### src/design/pbc_pkg.sv
package pbc_pkg;

    localparam int ACC_WIDTH = 48;

    localparam logic signed [ACC_WIDTH-1:0] ACC_MAX = {1'b0, {(ACC_WIDTH-1){1'b1}}};
    localparam logic signed [ACC_WIDTH-1:0] ACC_MIN = {1'b1, {(ACC_WIDTH-1){1'b0}}};

    typedef logic signed [ACC_WIDTH-1:0] acc_t;

    // Saturating add in the accumulator range
    function automatic acc_t sat_add(input acc_t a, input acc_t b);
        logic signed [ACC_WIDTH:0] sum;
        sum = {a[ACC_WIDTH-1], a} + {b[ACC_WIDTH-1], b};
        if (sum[ACC_WIDTH] != sum[ACC_WIDTH-1])
        begin
            return sum[ACC_WIDTH] ? ACC_MIN : ACC_MAX;
        end
        return sum[ACC_WIDTH-1:0];
    endfunction

endpackage

### src/design/pbc_edge_mul.sv
module pbc_edge_mul #(
    parameter int COORD_WIDTH = 16
) (
    input  logic                                clk,
    input  logic                                en,
    input  logic signed [COORD_WIDTH:0]         d_op,
    input  logic signed [COORD_WIDTH:0]         s_op,
    output logic signed [pbc_pkg::ACC_WIDTH-1:0] term
);
    import pbc_pkg::*;

    localparam int PW = 2 * COORD_WIDTH + 2;
    localparam int EW = (PW > ACC_WIDTH + 1) ? PW : ACC_WIDTH + 1;

    localparam logic signed [EW-1:0] HI = EW'(ACC_MAX);
    localparam logic signed [EW-1:0] LO = EW'(ACC_MIN);

    logic signed [PW-1:0] prod_reg;
    logic signed [PW-1:0] prod_next;
    logic signed [EW-1:0] prod_ext;

    assign prod_next = d_op * s_op;

    always_ff @(posedge clk)
    begin
        if (en)
        begin
            prod_reg <= prod_next;
        end
    end

    assign prod_ext = EW'(prod_reg);

    // Clamp the registered product to the accumulator range
    always_comb
    begin
        if (prod_ext > HI)
        begin
            term = ACC_MAX;
        end
        else if (prod_ext < LO)
        begin
            term = ACC_MIN;
        end
        else
        begin
            term = prod_ext[ACC_WIDTH-1:0];
        end
    end

endmodule

### src/design/polygon_backface_cull_unit.sv
// Back-face cull by signed shoelace area over a streamed polygon.
// Vertex channel: vertex_valid/vertex_stall with x_coord, y_coord and
// last_vertex; one transaction per vertex, last_vertex set on the final one.
// Result channel: result_valid/result_stall with cull and winding_sum; one
// transaction per polygon, produced by its last vertex. winding_sum is the
// saturated sum of (x_next - x_cur) * (y_next + y_cur) over all edges,
// closing edge included; cull is set when that sum is strictly positive.
// Throughput: one vertex per cycle while the result side does not stall,
// set by the single accumulator add that each vertex makes in the
// accumulate stage. After the last vertex is accepted, its result passes
// the edge difference, multiply, accumulate and closing add registers.
// Reset empties the pipeline and waits for the first vertex of a polygon.
// When result_stall holds a waiting result, the pipeline freezes; one more
// vertex is taken into a skid register, then vertex_stall rises until the
// result is taken.
module polygon_backface_cull_unit #(
    parameter int COORD_WIDTH = 16
) (
    input  logic                                 clk,
    input  logic                                 rst_n,
    input  logic                                 vertex_valid,
    output logic                                 vertex_stall,
    input  logic signed [COORD_WIDTH-1:0]        x_coord,
    input  logic signed [COORD_WIDTH-1:0]        y_coord,
    input  logic                                 last_vertex,
    output logic                                 result_valid,
    input  logic                                 result_stall,
    output logic                                 cull,
    output logic signed [pbc_pkg::ACC_WIDTH-1:0] winding_sum
);
    import pbc_pkg::*;

    localparam int CW = COORD_WIDTH;

    // skid stage
    logic                 skid_valid_reg, skid_valid_next;
    logic signed [CW-1:0] skid_x_reg, skid_y_reg;
    logic                 skid_last_reg;

    // polygon state
    logic                 in_polygon_reg, in_polygon_next;
    logic signed [CW-1:0] first_x_reg, first_x_next;
    logic signed [CW-1:0] first_y_reg, first_y_next;
    logic signed [CW-1:0] prev_x_reg, prev_y_reg;
    acc_t                 acc_reg, acc_next;

    // stage 1: edge operands
    logic               st1_valid_reg, st1_last_reg, st1_first_reg;
    logic signed [CW:0] d1_reg, s1_reg, d2_reg, s2_reg;
    logic signed [CW:0] d1_next, s1_next, d2_next, s2_next;

    // stage 2: products
    logic st2_valid_reg, st2_last_reg, st2_first_reg;
    acc_t t1, t2;

    // stage 3: running sum and closing term
    logic st3_valid_reg, st3_valid_next;
    acc_t sum_a_reg, t2_reg;

    // output stage
    logic result_valid_reg, result_valid_next;
    logic cull_reg;
    acc_t winding_sum_reg, winding_sum_next;

    logic                 advance, accept, src_valid, enter;
    logic signed [CW-1:0] src_x, src_y;
    logic                 src_last;

    assign advance = !(result_valid_reg && result_stall);
    assign accept  = vertex_valid && !skid_valid_reg;

    assign src_valid = skid_valid_reg || vertex_valid;
    assign src_x     = skid_valid_reg ? skid_x_reg : x_coord;
    assign src_y     = skid_valid_reg ? skid_y_reg : y_coord;
    assign src_last  = skid_valid_reg ? skid_last_reg : last_vertex;
    assign enter     = advance && src_valid;

    always_comb
    begin
        if (advance)
        begin
            skid_valid_next = 1'b0;
        end
        else
        begin
            skid_valid_next = skid_valid_reg || accept;
        end
    end

    always_comb
    begin
        first_x_next    = in_polygon_reg ? first_x_reg : src_x;
        first_y_next    = in_polygon_reg ? first_y_reg : src_y;
        in_polygon_next = !src_last;
        d1_next = (CW+1)'(src_x) - (CW+1)'(prev_x_reg);
        s1_next = (CW+1)'(src_y) + (CW+1)'(prev_y_reg);
        d2_next = (CW+1)'(first_x_next) - (CW+1)'(src_x);
        s2_next = (CW+1)'(first_y_next) + (CW+1)'(src_y);
    end

    pbc_edge_mul #(.COORD_WIDTH(CW)) u_mul_edge (
        .clk  (clk),
        .en   (advance),
        .d_op (d1_reg),
        .s_op (s1_reg),
        .term (t1)
    );

    pbc_edge_mul #(.COORD_WIDTH(CW)) u_mul_close (
        .clk  (clk),
        .en   (advance),
        .d_op (d2_reg),
        .s_op (s2_reg),
        .term (t2)
    );

    // First vertex of a polygon restarts the sum and adds no edge
    assign acc_next       = st2_first_reg ? '0 : sat_add(acc_reg, t1);
    assign st3_valid_next = st2_valid_reg && st2_last_reg;

    assign winding_sum_next  = sat_add(sum_a_reg, t2_reg);
    assign result_valid_next = advance ? st3_valid_reg : result_valid_reg;

    always_ff @(posedge clk or negedge rst_n)
    begin
        if (!rst_n)
        begin
            skid_valid_reg   <= 1'b0;
            in_polygon_reg   <= 1'b0;
            first_x_reg      <= '0;
            first_y_reg      <= '0;
            prev_x_reg       <= '0;
            prev_y_reg       <= '0;
            acc_reg          <= '0;
            st1_valid_reg    <= 1'b0;
            st2_valid_reg    <= 1'b0;
            st3_valid_reg    <= 1'b0;
            result_valid_reg <= 1'b0;
        end
        else
        begin
            skid_valid_reg   <= skid_valid_next;
            result_valid_reg <= result_valid_next;
            if (enter)
            begin
                in_polygon_reg <= in_polygon_next;
                first_x_reg    <= first_x_next;
                first_y_reg    <= first_y_next;
                prev_x_reg     <= src_x;
                prev_y_reg     <= src_y;
            end
            if (advance)
            begin
                st1_valid_reg <= src_valid;
                st2_valid_reg <= st1_valid_reg;
                st3_valid_reg <= st3_valid_next;
                if (st2_valid_reg)
                begin
                    acc_reg <= acc_next;
                end
            end
        end
    end

    always_ff @(posedge clk)
    begin
        if (accept && !advance)
        begin
            skid_x_reg    <= x_coord;
            skid_y_reg    <= y_coord;
            skid_last_reg <= last_vertex;
        end
        if (advance)
        begin
            st1_last_reg    <= src_last;
            st1_first_reg   <= !in_polygon_reg;
            d1_reg          <= d1_next;
            s1_reg          <= s1_next;
            d2_reg          <= d2_next;
            s2_reg          <= s2_next;
            st2_last_reg    <= st1_last_reg;
            st2_first_reg   <= st1_first_reg;
            sum_a_reg       <= acc_next;
            t2_reg          <= t2;
            winding_sum_reg <= winding_sum_next;
            cull_reg        <= !winding_sum_next[ACC_WIDTH-1] && (winding_sum_next != '0);
        end
    end

    assign vertex_stall = skid_valid_reg;
    assign result_valid = result_valid_reg;
    assign cull         = cull_reg;
    assign winding_sum  = winding_sum_reg;

endmodule

### config.mk
export PLATFORM = sky130hd
export DESIGN_NAME = polygon_backface_cull_unit
export DESIGN_NICKNAME = d
export VERILOG_FILES = /design/src/design/pbc_pkg.sv /design/src/design/pbc_edge_mul.sv /design/src/design/polygon_backface_cull_unit.sv
export SDC_FILE = /design/constraint.sdc
export NUM_CORES = 2
export LEC_CHECK = 0
export BUFFER_PORTS_ARGS = -buffer_cell sky130_fd_sc_hd__buf_4
export CAP_MARGIN = 20
export CORE_UTILIZATION = 31
export CTS_CLUSTER_DIAMETER = 30
export DETAILED_ROUTE_END_ITERATION = 7
export GPL_TIMING_DRIVEN = 1
export PLACE_DENSITY = 0.43
export SKIP_LAST_GASP = 1
export SLEW_MARGIN = 20
export SYNTH_ARGS = -nofsm -noshare
export SYNTH_HDL_FRONTEND = slang
export SYNTH_SLANG_ARGS = --single-unit
### constraint.sdc
create_clock -name clk -period 27.7 [get_ports clk]
set_input_delay 1.385 -clock clk [delete_from_list [all_inputs] [get_ports clk]]
set_output_delay 1.385 -clock clk [all_outputs]
set_load 0.1 [all_outputs]
==> impl_metrics.toml <==
[cells_and_area]
seq_area_um2 = 12100
finalNetCount = 5446
syn_to_final_growth_pct = 14.0
multi_input_area_um2 = 29900
utilization_pct = 35.8
diodes = 0
n_fill_cell = 14500
drive_above_1_share_pct = 10.0

[global_route]
grt_max_degree = 167
groute.usage.overall_pct = 16.8
antenna_found_initial = 1
grt_pass1_wl_mm = 192
grt_pass1_vias = 32800
grt_overflow = 0

[clocking]
cts.htree.levels = 3
clkSlewWorstSetupHoldPaths_ps = 50
cts_num_sinks = 423
cts.repair.resized = 0
cts_made_buffers = 105
cts-root-buf = "clkbuf_16"
cts_tree = "yes"
cts_post_setup_buffers_inserted = 0
clockBufferDepth = 3
cts_hold_buf = 0
clk_latency_ps = 710

[detailed_routing]
drt-initial-drc-count = 1491
wirelength_mm = 121
drt_pass1_iterations = 5
wl_met1_mm = 58.9
avgViaCountPerCell = 4.68
drc_errors = 0
top_layer = "met4"
ant_nets = 0
wl_met3_mm = 4.11
wl_per_cell_um = 18.7
wl_met2_mm = 54.7
vias = 30300

[synth]
yosysMostFrequentCell = "inv_1"
synth_ff_type = "edfxtp_1"
synthTopCellsByArea = "fa_1 (26%), edfxtp_1 (20%), ha_1 (9.1%)"
syn_nets = 5411
yosys.area_share.simple_pct = 12.5
syn-cell-area_um2 = 45300
synthMuxAreaShare_pct = 3.82
synth_compound_area_share_pct = 9.80
synth_edf_count = 305
ys_ff_latch = 423
yosysWarnings = 0
ys_top_cells_by_count = "inv_1 (724), fa_1 (598), nand2_1 (391), ha_1 (330), and2_1 (306)"
synthArstFlopShare_pct = 27.9
synth-xor-area-share_pct = 3.55
synth_top_family_by_area = "adder cells"
synth_area_leader_cell = "fa_1"
synthCells = 4446
yosysUniqueCellTypes = 82
syn_area_per_cell_um2 = 10.2
synthAdderAreaFrac_pct = 36.1
synth_seq_area_share_pct = 26.7
yosys.area.top_type_share_pct = 26.4

[status]
status = "finished clean"

[worst_setup_path]
r2r_slack_ps = 20430
rr_worst_depth = 22
cp-end-kind = "flop"
cp-start-kind = "flop"
arrival_ps = 7650
path_class = "flop to flop"
r2r_end = "u_mul_close.prod_reg[33]$_DFFE_PN_"
crit_fanout = 17
worstPathRequired_ps = 28090
r2r-start = "d2_reg[12]$_DFFE_PN_"

[min_path]
hold_depth = 0
hp-start = "u_mul_close.prod_reg[0]$_DFFE_PN_"
hold_path.class = "flop to flop"
holdPathEnd = "t2_reg[0]$_SDFFCE_PN1N_"

[sta]
rsz0062_at_grt = "no"
tns_ps = 0
fin_crit_ps = 7270
drv_slew = 0
worst_pin_slew_ps = 1140
relSlewSlack_pct = 23.5
finalHoldViolCount = 0
period_share_pct = 26.2
setup_viol = 0
max_freq_mhz = 138
finClkSkew_ps = 61.2

[floorplan]
initial_core_util_pct = 31.4
dieArea_um2 = 148000
core-area_um2 = 144000
rows = 139
chipWidth_um = 384
ios = 88
die_y_um = 384

[placement]
gp_congestion = 0.844
dp_hpwl_mm = 95.3
port_buffers = 87

[flow_run]
cap_violations = 0
cells in the final DEF (no fill, tap or decap), types with 25 or more instances in the layout:
master,instances
xnor2_1,135
a21boi_0,25
fa_1,598
nor3_1,46
a21o_1,92
xor2_1,46
maj3_1,25
ha_1,330
a21oi_1,184
nor2_1,195
mux2_2,135
o21a_1,41
nor2b_1,29
and2_1,306
inv_1,724
nand4_1,27
edfxtp_1,305
clkbuf_16,105
nand3_1,50
o21ai_0,119
buf_4,108
nand2_1,389
nand2b_1,27
dfrtp_1,117
kinds of logic (layout without fill, tap and decap cells):
logic type,after synthesis,after routing
simple gates,1149,1149
fa+ha+maj,953,953
buf+inv,908,1033
compound gates,673,673
flops,423,423
xor+xnor,184,184
mux,156,156
metrics by stage:
stage / cell area, um2 / instances / setup WS [ps] / hold slack (ps)
global placement: 48000 / 6277 / 20490 / 402
floorplan: 45300 / 4446 / 15720 / 400
finish: 51700 / 6474 / 20430 / 406
detailed placement: 48000 / 6277 / 20370 / 405
CTS: 51700 / 6474 / 20400 / 409
global route: 51700 / 6474 / 20040 / 408
critical path, cell delays in order (launching register included):
cell      delay (ps)
edfxtp_1         780
nand2_1          170
fa_1             530
fa_1             510
fa_1             530
inv_1             70
fa_1             490
fa_1             490
inv_1             50
fa_1             470
inv_1             40
ha_1             340
a21o_1           180
a21o_1           190
a21o_1           190
a221o_1          280
a211oi_1         230
o31ai_1          160
a31oi_1          320
o21ai_1          220
o311a_1          410
nor4_1           210
a311oi_1         100
worst max-delay path by stage:
stage                               startpoint                            endpoint  slack [ps]
final                     d2_reg[12]$_DFFE_PN_  u_mul_close.prod_reg[33]$_DFFE_PN_       20430
after global routing      d2_reg[12]$_DFFE_PN_  u_mul_close.prod_reg[33]$_DFFE_PN_       20040
after CTS                 d2_reg[12]$_DFFE_PN_  u_mul_close.prod_reg[33]$_DFFE_PN_       20400
after detailed placement  d2_reg[12]$_DFFE_PN_  u_mul_close.prod_reg[33]$_DFFE_PN_       20370
after global placement    d2_reg[12]$_DFFE_PN_  u_mul_close.prod_reg[33]$_DFFE_PN_       20490
after floorplan                   result_stall             skid_last_reg$_DFFE_PP_       15720
per-layer routing:
metal,vias up,GRT usage [%]
met4,0,4.64
li1,14600,-
met1,15000,23.3
met5,-,0
met2,488,27.0
met3,157,2.68
area by class of cell:
class	count	share of cell area [%]
Clock buffer	132	5.49
Tap cell	1903	4.61
Inverter	726	5.27
Clock inverter	65	1.75
Sequential cell	423	23.4
Timing Repair Buffer	110	1.63
Multi-Input combinational cell	3115	57.8
Power is left out: the tool's default activity adds up to more than one toggle a clock period on the data nets, which glitch-free logic cannot reach.
